**src/abmd_pkg.sv**
```systemverilog
// ----------------------------------------------------------------------------
// Batch motion detector package
// Widths, constants and small arithmetic helpers shared by the detector files.
// ----------------------------------------------------------------------------
package abmd_pkg;

	localparam int AXIS_W = 13;

	localparam logic signed [AXIS_W:0] AXIS_SHIFT      = 14'sd4000;
	localparam logic [AXIS_W-1:0]      THRESHOLD_RESET = 13'd1000;

	typedef logic [AXIS_W-1:0]        axis_t;
	typedef logic signed [AXIS_W-1:0] accel_t;

	// Offset a raw sample into the positive range; anything still below zero clamps to zero.
	function automatic axis_t shift_axis(input accel_t raw);
		logic signed [AXIS_W:0] v;
		v = {raw[AXIS_W-1], raw} + AXIS_SHIFT;
		return v[AXIS_W] ? '0 : v[AXIS_W-1:0];
	endfunction

	function automatic axis_t abs_diff(input axis_t a, input axis_t b);
		return (a < b) ? (b - a) : (a - b);
	endfunction

endpackage

```
**src/abmd_ifs.sv**
```systemverilog
// ----------------------------------------------------------------------------
// Batch motion detector channels
// Valid/ready channels for samples, results and the threshold register.
// ----------------------------------------------------------------------------
interface abmd_sample_if;
	import abmd_pkg::*;
	logic   valid;
	logic   ready;
	accel_t accel_x;
	accel_t accel_y;
	accel_t accel_z;
	logic   during_vibration;
	logic   last_sample;

	modport source (output valid, accel_x, accel_y, accel_z, during_vibration, last_sample,
		input ready);
	modport sink (input valid, accel_x, accel_y, accel_z, during_vibration, last_sample,
		output ready);
endinterface

interface abmd_result_if;
	import abmd_pkg::*;
	logic  valid;
	logic  ready;
	axis_t max_deviation;
	logic  alarm;
	logic  discarded;
	logic  overflowed;

	modport source (output valid, max_deviation, alarm, discarded, overflowed, input ready);
	modport sink (input valid, max_deviation, alarm, discarded, overflowed, output ready);
endinterface

interface abmd_cfg_if;
	import abmd_pkg::*;
	logic  valid;
	logic  ready;
	axis_t alarm_threshold;

	modport source (output valid, alarm_threshold, input ready);
	modport sink (input valid, alarm_threshold, output ready);
endinterface

```
**src/accel_batch_motion_detector.sv**
```systemverilog
// ----------------------------------------------------------------------------
// Accelerometer batch motion detector
// Collects a batch of samples, averages each axis and flags large deviations.
// ----------------------------------------------------------------------------
// Usage. Samples arrive as beats on the samples channel; each axis is offset
// by +4000 (clamped at zero), written to the sample store and added to its
// running sum. Samples beyond SAMPLE_DEPTH are dropped and flag an overflow.
// The beat marked last_sample closes the batch, and exactly one result beat
// follows on the results channel. The cfg channel writes alarm_threshold and
// is always ready; write it only while the detector is idle.
// Throughput: one sample per cycle while a batch is being collected. After
// the last beat the samples channel is held off while three restoring
// dividers form the axis averages (one quotient bit per cycle) and the
// store is read back one entry per cycle to find the largest deviation.
// A spoiled batch skips both and goes straight to the finishing state,
// which loads its result once the output register is free.
// The result sits in an output register; if the receiver stalls, the block
// keeps it and waits before finishing the next batch, but the following
// batch may already be collected. Reset clears all batch state and loads the
// threshold with 1000; the sample store itself is not cleared.
// ----------------------------------------------------------------------------
module accel_batch_motion_detector
	import abmd_pkg::*;
#(
	parameter int SAMPLE_DEPTH = 16
) (
	input  logic          clk,
	input  logic          arst_n,
	abmd_sample_if.sink   samples,
	abmd_cfg_if.sink      cfg,
	abmd_result_if.source results
);

	localparam int CNT_W  = $clog2(SAMPLE_DEPTH + 1);
	localparam int ADDR_W = (SAMPLE_DEPTH > 1) ? $clog2(SAMPLE_DEPTH) : 1;
	localparam int SUM_W  = AXIS_W + CNT_W;
	localparam logic [CNT_W-1:0] DEPTH_CNT = CNT_W'(SAMPLE_DEPTH);

	typedef enum logic [2:0] {
		ST_ACCUM,
		ST_DIV_START,
		ST_DIV_WAIT,
		ST_WALK,
		ST_FINISH
	} state_t;

	state_t           state_q;
	axis_t            thr_q;
	logic [SUM_W-1:0] sum_x_q, sum_y_q, sum_z_q;
	logic [CNT_W-1:0] count_q;
	logic             spoiled_q;
	logic             ovf_q;
	logic [CNT_W-1:0] walk_idx_q;
	logic             rd_pend_s1;
	axis_t            max_q;
	logic             out_valid_q;
	axis_t            out_dev_q;
	logic             out_alarm_q;
	logic             out_disc_q;
	logic             out_ovf_q;

	logic             accept;
	logic             full;
	axis_t            sh_x, sh_y, sh_z;
	logic [3*AXIS_W-1:0] rd_data;
	axis_t            rd_x, rd_y, rd_z;
	axis_t            dev_x, dev_y, dev_z, dev_xy, dev_xyz;
	axis_t            avg_x, avg_y, avg_z;
	logic [2:0]       div_done;
	logic             div_start;
	logic             out_free;
	axis_t            fin_dev;

	assign samples.ready = (state_q == ST_ACCUM);
	assign cfg.ready     = 1'b1;
	assign accept        = samples.valid && samples.ready;
	assign full          = (count_q == DEPTH_CNT);
	assign div_start     = (state_q == ST_DIV_START);
	assign out_free      = !out_valid_q || results.ready;

	assign sh_x = shift_axis(samples.accel_x);
	assign sh_y = shift_axis(samples.accel_y);
	assign sh_z = shift_axis(samples.accel_z);

	abmd_sample_ram #(
		.DEPTH  (SAMPLE_DEPTH),
		.WIDTH  (3 * AXIS_W),
		.ADDR_W (ADDR_W)
	) u_store (
		.clk     (clk),
		.wr_en   (accept && !full),
		.wr_addr (count_q[ADDR_W-1:0]),
		.wr_data ({sh_x, sh_y, sh_z}),
		.rd_addr (walk_idx_q[ADDR_W-1:0]),
		.rd_data (rd_data)
	);

	abmd_div #(.SUM_W(SUM_W), .CNT_W(CNT_W)) u_div_x (
		.clk(clk), .arst_n(arst_n), .start(div_start), .dividend(sum_x_q),
		.divisor(count_q), .done(div_done[0]), .quotient(avg_x)
	);
	abmd_div #(.SUM_W(SUM_W), .CNT_W(CNT_W)) u_div_y (
		.clk(clk), .arst_n(arst_n), .start(div_start), .dividend(sum_y_q),
		.divisor(count_q), .done(div_done[1]), .quotient(avg_y)
	);
	abmd_div #(.SUM_W(SUM_W), .CNT_W(CNT_W)) u_div_z (
		.clk(clk), .arst_n(arst_n), .start(div_start), .dividend(sum_z_q),
		.divisor(count_q), .done(div_done[2]), .quotient(avg_z)
	);

	// Deviation of the entry read back in the previous cycle against its axis average.
	assign rd_x    = rd_data[3*AXIS_W-1:2*AXIS_W];
	assign rd_y    = rd_data[2*AXIS_W-1:AXIS_W];
	assign rd_z    = rd_data[AXIS_W-1:0];
	assign dev_x   = abs_diff(rd_x, avg_x);
	assign dev_y   = abs_diff(rd_y, avg_y);
	assign dev_z   = abs_diff(rd_z, avg_z);
	assign dev_xy  = (dev_x > dev_y) ? dev_x : dev_y;
	assign dev_xyz = (dev_z > dev_xy) ? dev_z : dev_xy;

	// A spoiled batch reports no deviation at all.
	assign fin_dev = spoiled_q ? '0 : max_q;

	always_ff @(posedge clk or negedge arst_n) begin
		if (!arst_n) begin
			state_q     <= ST_ACCUM;
			thr_q       <= THRESHOLD_RESET;
			sum_x_q     <= '0;
			sum_y_q     <= '0;
			sum_z_q     <= '0;
			count_q     <= '0;
			spoiled_q   <= 1'b0;
			ovf_q       <= 1'b0;
			walk_idx_q  <= '0;
			rd_pend_s1  <= 1'b0;
			max_q       <= '0;
			out_valid_q <= 1'b0;
			out_dev_q   <= '0;
			out_alarm_q <= 1'b0;
			out_disc_q  <= 1'b0;
			out_ovf_q   <= 1'b0;
		end else begin
			if (cfg.valid) begin
				thr_q <= cfg.alarm_threshold;
			end
			// In the finishing state a taken result is replaced by the new one below.
			if (out_valid_q && results.ready && (state_q != ST_FINISH)) begin
				out_valid_q <= 1'b0;
			end

			unique case (state_q)
				ST_ACCUM: begin
					if (accept) begin
						if (samples.during_vibration) begin
							spoiled_q <= 1'b1;
						end
						if (full) begin
							ovf_q <= 1'b1;
						end else begin
							sum_x_q <= sum_x_q + SUM_W'(sh_x);
							sum_y_q <= sum_y_q + SUM_W'(sh_y);
							sum_z_q <= sum_z_q + SUM_W'(sh_z);
							count_q <= count_q + 1'b1;
						end
						if (samples.last_sample) begin
							if (spoiled_q || samples.during_vibration) begin
								state_q <= ST_FINISH;
							end else begin
								state_q <= ST_DIV_START;
							end
						end
					end
				end
				ST_DIV_START: begin
					max_q      <= '0;
					walk_idx_q <= '0;
					rd_pend_s1 <= 1'b0;
					state_q    <= ST_DIV_WAIT;
				end
				ST_DIV_WAIT: begin
					if (div_done[0]) begin
						state_q <= ST_WALK;
					end
				end
				ST_WALK: begin
					if (walk_idx_q < count_q) begin
						walk_idx_q <= walk_idx_q + 1'b1;
						rd_pend_s1 <= 1'b1;
					end else begin
						rd_pend_s1 <= 1'b0;
					end
					if (rd_pend_s1 && (dev_xyz > max_q)) begin
						max_q <= dev_xyz;
					end
					if ((walk_idx_q == count_q) && !rd_pend_s1) begin
						state_q <= ST_FINISH;
					end
				end
				ST_FINISH: begin
					if (out_free) begin
						out_valid_q <= 1'b1;
						out_dev_q   <= fin_dev;
						out_alarm_q <= !spoiled_q && (max_q > thr_q);
						out_disc_q  <= spoiled_q;
						out_ovf_q   <= ovf_q;
						sum_x_q     <= '0;
						sum_y_q     <= '0;
						sum_z_q     <= '0;
						count_q     <= '0;
						spoiled_q   <= 1'b0;
						ovf_q       <= 1'b0;
						state_q     <= ST_ACCUM;
					end
				end
				default: begin
					state_q <= ST_ACCUM;
				end
			endcase
		end
	end

	assign results.valid         = out_valid_q;
	assign results.max_deviation = out_dev_q;
	assign results.alarm         = out_alarm_q;
	assign results.discarded     = out_disc_q;
	assign results.overflowed    = out_ovf_q;

	// The fill count never runs past the store depth.
	a_count_bound: assert property (@(posedge clk) disable iff (!arst_n)
		count_q <= DEPTH_CNT)
		else $error("sample count exceeds store depth");

	// The three axis dividers run in lock step.
	a_div_lockstep: assert property (@(posedge clk) disable iff (!arst_n)
		div_done[0] |-> (div_done[1] && div_done[2]))
		else $error("axis dividers out of step");

	// A discarded batch carries neither a deviation nor an alarm.
	a_discard_zero: assert property (@(posedge clk) disable iff (!arst_n)
		(results.valid && results.discarded) |-> ((results.max_deviation == '0) && !results.alarm))
		else $error("discarded result carries a deviation or alarm");

	// A new result is only ever loaded from the finishing state.
	a_load_from_finish: assert property (@(posedge clk) disable iff (!arst_n)
		$rose(out_valid_q) |-> $past(state_q == ST_FINISH))
		else $error("result loaded outside the finishing state");

endmodule

```
**src/abmd_sample_ram.sv**
```systemverilog
// ----------------------------------------------------------------------------
// Sample store
// Single write port, single read port memory with a registered read.
// ----------------------------------------------------------------------------
module abmd_sample_ram #(
	parameter int DEPTH  = 16,
	parameter int WIDTH  = 39,
	parameter int ADDR_W = 4
) (
	input  logic              clk,
	input  logic              wr_en,
	input  logic [ADDR_W-1:0] wr_addr,
	input  logic [WIDTH-1:0]  wr_data,
	input  logic [ADDR_W-1:0] rd_addr,
	output logic [WIDTH-1:0]  rd_data
);

	logic [WIDTH-1:0] mem [DEPTH];

	always_ff @(posedge clk) begin
		if (wr_en) begin
			mem[wr_addr] <= wr_data;
		end
		rd_data <= mem[rd_addr];
	end

endmodule

```
**src/abmd_div.sv**
```systemverilog
// ----------------------------------------------------------------------------
// Average divider
// Restoring divider that produces one quotient bit per cycle.
// ----------------------------------------------------------------------------
module abmd_div
	import abmd_pkg::*;
#(
	parameter int SUM_W = 18,
	parameter int CNT_W = 5
) (
	input  logic             clk,
	input  logic             arst_n,
	input  logic             start,
	input  logic [SUM_W-1:0] dividend,
	input  logic [CNT_W-1:0] divisor,
	output logic             done,
	output axis_t            quotient
);

	localparam int STEP_W = $clog2(SUM_W + 1);
	localparam logic [STEP_W-1:0] STEPS = STEP_W'(SUM_W);

	logic [SUM_W-1:0]  dq_q;
	logic [CNT_W-1:0]  rem_q;
	logic [CNT_W-1:0]  div_q;
	logic [STEP_W-1:0] step_q;
	logic              done_q;
	logic [CNT_W:0]    trial;
	logic              fits;

	// The shifted remainder stays below twice the divisor, so one extra bit is enough.
	assign trial = {rem_q, dq_q[SUM_W-1]};
	assign fits  = trial >= {1'b0, div_q};

	always_ff @(posedge clk or negedge arst_n) begin
		if (!arst_n) begin
			step_q <= '0;
			done_q <= 1'b0;
		end else begin
			if (start) begin
				step_q <= STEPS;
				done_q <= 1'b0;
			end else if (step_q != '0) begin
				step_q <= step_q - 1'b1;
				done_q <= (step_q == STEP_W'(1));
			end else begin
				done_q <= 1'b0;
			end
		end
	end

	always_ff @(posedge clk) begin
		if (start) begin
			dq_q  <= dividend;
			rem_q <= '0;
			div_q <= divisor;
		end else if (step_q != '0) begin
			rem_q <= fits ? CNT_W'(trial - {1'b0, div_q}) : trial[CNT_W-1:0];
			dq_q  <= {dq_q[SUM_W-2:0], fits};
		end
	end

	assign done     = done_q;
	assign quotient = dq_q[AXIS_W-1:0];

endmodule

```
**src/flat_wrapper.sv**
```systemverilog
// flat-port wrapper written by rule: the top's interface ports become plain ports
module accel_batch_motion_detector_flat import abmd_pkg::*;
#(
	parameter int SAMPLE_DEPTH = 16
)
  (clk, arst_n, samples_valid, samples_accel_x, samples_accel_y, samples_accel_z, samples_during_vibration, samples_last_sample, samples_ready, cfg_valid, cfg_alarm_threshold, cfg_ready, results_valid, results_max_deviation, results_alarm, results_discarded, results_overflowed, results_ready);
  abmd_sample_if samples_i ();
  abmd_cfg_if cfg_i ();
  abmd_result_if results_i ();
  input  logic clk;
  input  logic arst_n;
  input wire logic [$bits(samples_i.valid)-1:0] samples_valid;
  input wire logic [$bits(samples_i.accel_x)-1:0] samples_accel_x;
  input wire logic [$bits(samples_i.accel_y)-1:0] samples_accel_y;
  input wire logic [$bits(samples_i.accel_z)-1:0] samples_accel_z;
  input wire logic [$bits(samples_i.during_vibration)-1:0] samples_during_vibration;
  input wire logic [$bits(samples_i.last_sample)-1:0] samples_last_sample;
  output wire logic [$bits(samples_i.ready)-1:0] samples_ready;
  input wire logic [$bits(cfg_i.valid)-1:0] cfg_valid;
  input wire logic [$bits(cfg_i.alarm_threshold)-1:0] cfg_alarm_threshold;
  output wire logic [$bits(cfg_i.ready)-1:0] cfg_ready;
  output wire logic [$bits(results_i.valid)-1:0] results_valid;
  output wire logic [$bits(results_i.max_deviation)-1:0] results_max_deviation;
  output wire logic [$bits(results_i.alarm)-1:0] results_alarm;
  output wire logic [$bits(results_i.discarded)-1:0] results_discarded;
  output wire logic [$bits(results_i.overflowed)-1:0] results_overflowed;
  input wire logic [$bits(results_i.ready)-1:0] results_ready;
  assign samples_i.valid = samples_valid;
  assign samples_i.accel_x = samples_accel_x;
  assign samples_i.accel_y = samples_accel_y;
  assign samples_i.accel_z = samples_accel_z;
  assign samples_i.during_vibration = samples_during_vibration;
  assign samples_i.last_sample = samples_last_sample;
  assign samples_ready = samples_i.ready;
  assign cfg_i.valid = cfg_valid;
  assign cfg_i.alarm_threshold = cfg_alarm_threshold;
  assign cfg_ready = cfg_i.ready;
  assign results_valid = results_i.valid;
  assign results_max_deviation = results_i.max_deviation;
  assign results_alarm = results_i.alarm;
  assign results_discarded = results_i.discarded;
  assign results_overflowed = results_i.overflowed;
  assign results_i.ready = results_ready;
  accel_batch_motion_detector #(.SAMPLE_DEPTH(SAMPLE_DEPTH)) u_core (.clk(clk), .arst_n(arst_n), .samples(samples_i), .cfg(cfg_i), .results(results_i));
endmodule
```
**config.mk**
```make
export PLATFORM = sky130hd
export DESIGN_NAME = accel_batch_motion_detector_flat
export DESIGN_NICKNAME = d
export VERILOG_FILES = /design/src/abmd_pkg.sv /design/src/abmd_ifs.sv /design/src/accel_batch_motion_detector.sv /design/src/abmd_sample_ram.sv /design/src/abmd_div.sv /design/src/flat_wrapper.sv
export SDC_FILE = /design/constraint.sdc
export NUM_CORES = 1
export LEC_CHECK = 0
export BUFFER_PORTS_ARGS = -buffer_cell sky130_fd_sc_hd__buf_4
export CAP_MARGIN = 20
export CORE_MARGIN = 1
export CORE_UTILIZATION = 25
export CTS_CLUSTER_SIZE = 28
export DETAILED_ROUTE_END_ITERATION = 8
export PLACE_DENSITY = 0.4
export REMOVE_ABC_BUFFERS = 1
export SLEW_MARGIN = 20
export SYNTH_ARGS = -nofsm -noshare
export SYNTH_HDL_FRONTEND = slang
export SYNTH_HIERARCHICAL = 1
export SYNTH_SLANG_ARGS = --single-unit
```
**constraint.sdc**
```tcl
create_clock -name clk -period 7.8 [get_ports clk]
set_input_delay 1.17 -clock clk [delete_from_list [all_inputs] [get_ports clk]]
set_output_delay 1.17 -clock clk [all_outputs]
set_load 0.02 [all_outputs]
```
Word level (Yosys, flattened, before mapping)
Memory sizes are Yosys's and may differ from the RTL's. A register that Yosys moved wholly into a read port is not among the register bits.
Cells that the tools add are included.
{"block": "totals", "regBits": 203, "ramBits": 624, "memories": 1}
{"block": "op_classes", "add_sub_neg": 20, "n_lt_le_gt_ge": 11, "n_eq_ne": 18, "n_mux": 65, "n_reduce_logical": 29}
{"name": "u_core.u_store.mem", "words": 16, "width": 39, "read_ports": 1, "rd_clocked_by_memory_dff": 1, "wr": 1, "line_no": "abmd_sample_ram.sv:18", "source": "logic [WIDTH-1:0] mem [DEPTH];"}
{"operator": "$mux W18", "n": 13}
{"operator": "$mux W13", "n": 10}
{"operator": "$pmux W18 S2", "n": 3}
{"operator": "$sub A13 B13 Y13", "n": 6}
{"operator": "$mux W5", "n": 13}
{"operator": "$add A18 B13 Y18", "n": 3}
{"operator": "$gt A13 B13 Y1", "n": 4}
{"operator": "$add A13 B13 Y14 const B", "n": 3}
{"operator": "$lt A13 B13 Y1", "n": 3}
{"operator": "$pmux W13 S2", "n": 1}
{"operator": "$pmux W5 S2", "n": 2}
{"operator": "$ge A6 B5 Y1", "n": 3}
{"operator": "$mux W3", "n": 6}
{"operator": "$pmux W3 S5", "n": 1}
{"operator": "$reduce_bool A5 Y1", "n": 3}
{"operator": "$sub A5 B1 Y5 const B", "n": 3}
{"operator": "$sub A5 B5 Y5", "n": 3}
{"operator": "$mux W1", "n": 13}
{"operator": "$ne A2 B2 Y1 const B", "n": 6}
{"operator": "$reduce_and A4 Y1", "n": 3}
{"operator": "$add A5 B1 Y5 const B", "n": 2}
{"operator": "$reduce_bool A2 Y1", "n": 5}
{"operator": "$ne A2 B1 Y1 const B", "n": 4}
{"operator": "$logic_and A1 B1 Y1", "n": 7}
{"operator": "other kinds (14)", "n": 23}

Longest topological paths before layout
Gate-level depths: netlist of the first run.
{"block": "depth", "ltp_word": 10, "depth_mapped": 42, "depth_no_buf": 37}

By module
Netlist of the first run, hierarchy kept.
{"mod": "abmd_sample_ram", "instances": 1, "cells_each": 1014, "area_per_inst_um2": 24185.7, "seq_area_each_um2": 19518.7}
{"mod": "accel_batch_motion_detector", "instances": 1, "cells_each": 1570, "area_per_inst_um2": 12628.4, "seq_area_each_um2": 2835.2}
{"mod": "abmd_div", "instances": 3, "cells_each": 138, "area_per_inst_um2": 1766.7, "seq_area_each_um2": 940.9}

Worst setup path after synthesis of the first run
OpenSTA, ideal clock, no wires.
{"block": "synth_timing", "path_kind": "reg2reg", "start": "reg u_core.u_div_y.dq_q[2]", "end": "reg u_core.max_q[4]", "setup_ns": 0.082, "arrival_time_ns": 7.817, "t_required_ns": 7.718, "slack_ns": -0.099, "stages_incl_launch_ff": 38, "path_buffers": 6, "period_less_slack_ns": 7.899, "path_cell_list": "edfxtp_1 buf_4 ha_1 buf_2 o21a_1 o31a_1 or4_1 a31oi_1 o21ai_0 a21boi_0 nor2_1 ha_1 a21o_1 a221oi_2 nor2_1 a2111oi_4 nor2_2 buf_6 [2 not listed] ha_1 a21o_1 a21o_1 a211oi_1 a21oi_1 clkbuf_1 inv_1 clkbuf_8 mux2_2 ha_1 o21a_1 o21ai_0 a21oi_1 o31a_2 and2_1 clkbuf_2 a22o_1 a31oi_1"}
{"block": "synth_via", "elab_chain_len": 10, "elab_cells_between_ends": 14}
{"element": "start, declared", "line_no": "abmd_div.sv:23", "source": "logic [SUM_W-1:0] dq_q;"}
{"element": "start signal, assigned", "line_no": "abmd_div.sv:54", "source": "dq_q <= dividend;"}
{"element": "start signal, assigned", "line_no": "abmd_div.sv:59", "source": "dq_q <= {dq_q[SUM_W-2:0], fits};"}
{"element": "$sub A13 B13 Y13 / $lt A13 B13 Y1 (equally long branches)", "line_no": "abmd_pkg.sv:23", "source": "return (a < b) ? (b - a) : (a - b);"}
{"element": "$mux W13 *", "line_no": "abmd_pkg.sv:23"}
{"element": "$gt A13 B13 Y1", "line_no": "accel_batch_motion_detector.sv:118", "source": "assign dev_xy = (dev_x > dev_y) ? dev_x : dev_y;"}
{"element": "$mux W13 *", "line_no": "accel_batch_motion_detector.sv:118"}
{"element": "$gt A13 B13 Y1", "line_no": "accel_batch_motion_detector.sv:119", "source": "assign dev_xyz = (dev_z > dev_xy) ? dev_z : dev_xy;"}
{"element": "$mux W13 *", "line_no": "accel_batch_motion_detector.sv:119"}
{"element": "$gt A13 B13 Y1", "line_no": "accel_batch_motion_detector.sv:192", "source": "if (rd_pend_s1 && (dev_xyz > max_q)) begin"}
{"element": "$logic_and A1 B1 Y1", "line_no": "accel_batch_motion_detector.sv:192"}
{"element": "$ne A2 B1 Y1 (no line)"}
{"element": "$reduce_and A2 Y1 (no line)"}
{"element": "end signal, assigned", "line_no": "accel_batch_motion_detector.sv:193", "source": "max_q <= dev_xyz;"}
{"element": "end, declared", "line_no": "accel_batch_motion_detector.sv:55", "source": "axis_t max_q;"}
Every way passes the cells marked *; elsewhere a longest branch is shown, timed or not. The select of a mux whose other input is x is not followed.
A chain may end at the register's enable or synchronous reset.

Worst setup path in the final report of the first run
{"block": "layout_timing", "start": "reg u_core.u_div_y.dq_q[0]", "end": "reg u_core.max_q[4]"}
The elaborated chain is that of the path after synthesis.

==> metrics.csv, run 1 <==
metric,value,unit
outcome,"finished, final reports clean",
Final min period,7.61,ns
Fillers,16841,
drt initial violations,1743,
routed vias/inst,4.63,
IO Pins,78,
wire per inst,22.0,µm
die area,170000,µm²
Fin. Hold Viols,0,
Worst Clk Skew,0.0273,ns
final wirelength,120000,µm
HPWL Detailed,75700,µm
fin nets,3447,
Tot GR Track Use,14.1,%
crit-path leading delay family,compound AO/OA/AOI/OAI gates,
critical path's most frequent cell,buf_4,
worst min path class,flop to flop,
Critical path buffers and inverters,8,
Tcrit/Tclk final,97.5,%
pin count of the biggest net entering global routing,99,
Setup crit end kind,flop,
Worst Setup Start Kind,flop,
CTS tree,done,
global route overflow,0,
WP data required,8.42,ns
vias in the first global route,25860,
Slew headroom,28.4,%
Synth warnings,6,
Final setup viols,0,
initial antenna violation count,5,
placer congestion estimate,0.850,
worst-skew pair later-pin latency,0.71,ns
H-tree level count,3,
first-pass GRT wire length,177000,µm
placed cell areas,45700,µm²
design area,49500,µm²
Fin Setup TNS,0,ns
"Reg clk slew, reported paths",0.06,ns
crit path kind,flop to flop,
CTS Buf Count,98,
drt pass-1 iters,5,
cts hold-fix bufs,0,
CP max stage delay,0.45,ns
chip width,412,µm
row count,150,
final slew viol count,0,
port bufs,76,
Core ar.,167000,µm²
cell at the slowest stage of the critical path,o41a_1,
clock buffer depth,3,
initial core utilization,25.2,%
Layout area overhead,17.8,%
Slew @ Worst Pin,1.07,ns
r2r setup slk,0.19,ns
Die Span Y,412,µm
# DRC,0,
DRT antenna net count,0,
Clock Sinks,876,
syn avg cell area,14.1,µm²
fmax,131,MHz
Syn Inst Count,2988,
Post-Syn Area,42000,µm²
number of max-cap violations,0,
layout cells sized above 1,24.1,%
CP max FO,9,
Critical Path AT,8.22,ns
RSZ-0062 raised after global routing,yes,
routed vias,25332,
Root Buffer,clkbuf_16,
## registers in the layout, indices dropped and copies added (netlist names), 3 cells and up
register,cells
u_core/u_store/mem,624
u_core/u_store/rd_data,39
u_core/sum_z_q,18
u_core/sum_x_q,18
u_core/u_div_y/step_q,5
u_core/u_div_z/dq_q,18
u_core/u_div_x/step_q,5
u_core/u_div_y/dq_q,18
u_core/u_div_x/dq_q,18
u_core/sum_y_q,18
u_core/results.max_deviation,13
u_core/u_div_x/rem_q,5
u_core/u_div_z/div_q,5
u_core/max_q,13
u_core/u_div_x/div_q,5
u_core/walk_idx_q,5
u_core/count_q,5
u_core/u_div_y/rem_q,5
u_core/thr_q,13
u_core/u_div_z/step_q,5
u_core/state_q,3
u_core/u_div_y/div_q,5
u_core/u_div_z/rem_q,5
## worst paths after layout
path / to / cells after the start / start
max: u_core/max_q[4] / 39 / u_core/u_div_y/dq_q[0]
min: u_core/u_div_x/rem_q[4] / 1 / u_core/u_div_x/rem_q[4]
max reg2reg: u_core/max_q[4] / 39 / u_core/u_div_y/dq_q[0]
min reg2reg: u_core/u_div_x/rem_q[4] / 1 / u_core/u_div_x/rem_q[4]
max in group asynchronous: u_core/walk_idx_q[1] / 2 / arst_n
min in group asynchronous: u_core/max_q[2] / 1 / arst_n
## stage by stage
step	hold WS (ns)	utilization, %	worst slack [ns]	instances
finish	0.476	29.6	0.193	5471
global route	0.509	29.6	-0.176	5467
CTS	0.482	29.3	0.00244	5442
detailed placement	0.468	27.4	-0.337	5259
global placement	0.458	27.4	-0.303	5259
floorplan	0.443	-	-0.431	2823
## metal layers
layer | GRT usage, % | wire length (µm) | part of all wire (%) | up-vias
met5 | 0 | 13 | 0.011 | -
met2 | 23.2 | 56900 | 47 | 408
met4 | 4.02 | 2770 | 2.3 | 2
met3 | 2.13 | 4210 | 3.5 | 143
met1 | 19.3 | 56600 | 47 | 12988
li1 | - | - | - | 11791
## placed cells by master (no fill, tap or decap), drive strengths merged, types with 13 or more instances in the layout
cell and n:
o211ai 18, edfxtp 693, o31ai 32, mux2i 30
o21ai 118, and2 30, o21bai 16, a21oi 121
o21a 13, dfrtp 123, nand4 28, nor3 42
xor2 36, or2 17, a211oi 17, ha 196
inv 181, a22oi 83, nand2 210, nor2b 21
xnor2 43, and3 16, buf 257, clkbuf 129
dfxtp 54, a21o 60, a31oi 20, mux4 156
mux2 58, nand2b 33, clkinv 37, nand3 64
nor2 129
## repair_timing
| item | 4_1_cts | 5_1_grt |
|---|---|---|
| pin swaps | 1 | 58 |
| resized for setup | 10 | 90 |
| setup endpoints to repair | 13 | 13 |
| setup buffers | 0 | 26 |
## area by class of cell
type                            count  area (µm²)  share of cell area, %
Inverter                          177         667                   1.35
Multi-Input combinational cell   1770       15800                   31.9
Clock inverter                     54         520                   1.05
Clock buffer                      129        2640                   5.33
Tap cell                         2204        2760                   5.57
Timing Repair Buffer              257        1980                   4.00
Sequential cell                   876       25100                   50.8
Antenna cell                        4        10.0                 0.0202
Power of run 1 is left out: the tool's default activity adds up to more than one toggle a clock period on the data nets, which glitch-free logic cannot reach.
==> inputs of run 2 (changes only) <==
--- a/config.mk
+++ b/config.mk
@@ -12,6 +12,7 @@
 export CTS_CLUSTER_SIZE = 28
 export DETAILED_ROUTE_END_ITERATION = 8
 export PLACE_DENSITY = 0.4
+export RECOVER_POWER = 50
 export REMOVE_ABC_BUFFERS = 1
 export SLEW_MARGIN = 20
 export SYNTH_ARGS = -nofsm -noshare
==> metrics.csv, run 2 (synthesized netlist as in run 1, its figures left out) <==
metric,value,unit,change
fin nets,3447,,unchanged
final wirelength,120000,µm,about the same
Core ar.,167000,µm²,unchanged
first-pass GRT wire length,177000,µm,unchanged
Root Buffer,clkbuf_16,,unchanged
failing checks,"capacitance limit, slew limit",,
outcome,"complete, but fails checks",,"was finished, final reports clean"
CTS tree,done,,unchanged
number of max-cap violations,6,,was 0
Worst Setup Start Kind,flop,,unchanged
DRT antenna net count,0,,unchanged
vias in the first global route,25860,,unchanged
initial antenna violation count,5,,unchanged
placer congestion estimate,0.850,,unchanged
final slew viol count,260,,was 0
Clock Sinks,876,,unchanged
drt pass-1 iters,5,,unchanged
Layout area overhead,17.3,%,was 17.8%
WP data required,8.42,ns,about the same
Final Util,29.5,%,was 29.6%
RSZ-0062 raised after global routing,yes,,unchanged
Final min period,7.58,ns,was 7.61 ns
worst r2r path cells,39,,unchanged
layout cells sized above 1,22.6,%,was 24.1%
placed cell areas,45700,µm²,unchanged
Final setup viols,0,,unchanged
critical path's most frequent cell,buf_4,,unchanged
CP max stage delay,0.45,ns,about the same
Slew @ Worst Pin,4.62,ns,was 1.07 ns
CTS Buf Count,98,,unchanged
drt initial violations,1665,,was 1743
fmax,132,MHz,was 131 MHz
global route overflow,0,,unchanged
HPWL Detailed,75700,µm,unchanged
row count,150,,unchanged
max reg flops,624,,unchanged
chip width,412,µm,unchanged
Slew headroom,-208,%,was 28.4%
initial core utilization,25.2,%,unchanged
cell at the slowest stage of the critical path,o41a_1,,unchanged
# DRC,0,,unchanged
Die Span Y,412,µm,unchanged
"commonest non-fill, non-tap cells in the layout","693 x edfxtp_1, 206 x buf_4, 204 x nand2_1",,"was 693 x edfxtp_1, 248 x buf_4, 204 x nand2_1"
Critical Path AT,8.20,ns,was 8.22 ns
Tot GR Track Use,14.1,%,unchanged
wire per inst,22.0,µm,about the same
pin count of the biggest net entering global routing,99,,unchanged
"commonest non-fill, non-tap cell in the layout",edfxtp_1,,unchanged
design area,49300,µm²,was 49500 µm²
H-tree level count,3,,unchanged
clock buffer depth,3,,unchanged
routed vias/inst,4.63,,about the same
die area,170000,µm²,unchanged
Tcrit/Tclk final,97.2,%,was 97.5%
worst min path class,flop to flop,,unchanged
Fin. Hold Viols,0,,unchanged
top flop regs,"u_core/u_store/mem x624, u_core/u_store/rd_data x39",,unchanged
cts hold-fix bufs,0,,unchanged
port bufs,76,,unchanged
IO Pins,78,,unchanged
crit path kind,flop to flop,,unchanged
"Reg clk slew, reported paths",0.06,ns,about the same
CP max FO,9,,unchanged
Hold Path Stages,2,,was 1
worst-skew pair later-pin latency,0.72,ns,was 0.71 ns
routed vias,25343,,was 25332
Setup crit end kind,flop,,unchanged
Worst Clk Skew,0.0280,ns,was 0.0273 ns
Biggest register,u_core/u_store/mem,,unchanged
==> run 2: changes by cell type in the layout (fill, tap and decap cells not counted), moves of 17 or more <==
| cell | change |
|---|---|
| and2_0 | +17 |
| buf_4 | -42 |
| and2_1 | -17 |
| clkbuf_1 | +42 |
==> run 2: final cells by class <==
class / count / area, µm²
Fill cell: 16877 / 118000
Sequential cell: 876 / 25100
Multi-Input combinational cell: 1770 / 15700
Tap cell: 2204 / 2760
Clock buffer: 129 / 2640
Timing Repair Buffer: 257 / 1800
Inverter: 177 / 666
Clock inverter: 54 / 520
Antenna cell: 5 / 12.5
==> run 2: path summary, 6_finish.rpt <==
check | slack [ns] | end | start
worst max-delay path | 0.22 | u_core/max_q[4] | u_core/u_div_y/dq_q[0]
worst min-delay path | 0.47 | u_core/results.overflowed | u_core/results.overflowed
worst max register to register | 0.22 | u_core/max_q[4] | u_core/u_div_y/dq_q[0]
worst min register to register | 0.47 | u_core/results.overflowed | u_core/results.overflowed
max in group asynchronous | 2.15 | u_core/walk_idx_q[1] | arst_n
min in group asynchronous | 2.13 | u_core/max_q[2] | arst_n
==> run 2: what timing repair did <==
| item | in CTS | in global routing |
|---|---|---|
| buffers inserted | 0 | 26 |
| setup endpoints to repair | 13 | 13 |
| resized for setup | 10 | 90 |
| pin swaps | 1 | 58 |
==> run 2: per-stage QoR <==
step | hold WS, ns | cells | worst slack (ns) | TNS, ns
floorplan | 0.443 | 2823 | -0.431 | -1.78
global placement | 0.458 | 5259 | -0.303 | -2.80
detailed placement | 0.468 | 5259 | -0.337 | -3.28
CTS | 0.482 | 5442 | 0.00244 | 0
global route | 0.505 | 5467 | -0.176 | -1.70
finish | 0.472 | 5472 | 0.218 | 0
==> run 2: per-layer routing <==
metal	wire length (µm)	track usage (%)	share of wire, %	vias up
met2	57000	23.2	47	407
met4	2650	4.02	2.2	2
met3	4200	2.13	3.5	136
met5	13	0	0.011	-
li1	-	-	-	11786
met1	56500	19.3	47	13012
==> run 2: worst max-delay path, delay by kind of cell, from the launching register on <==
family                     cells  cell delay, ns
muxes                          1            0.14
xor gates and xnor gates       1            0.09
AOI/OAI and AO/OA             15            2.96
and+or+nand+nor                9            1.53
adders and majority gates      5            1.51
DFF                            1            0.38
buffers and inverters          8            0.88
Power of run 2 is left out for the same reason.
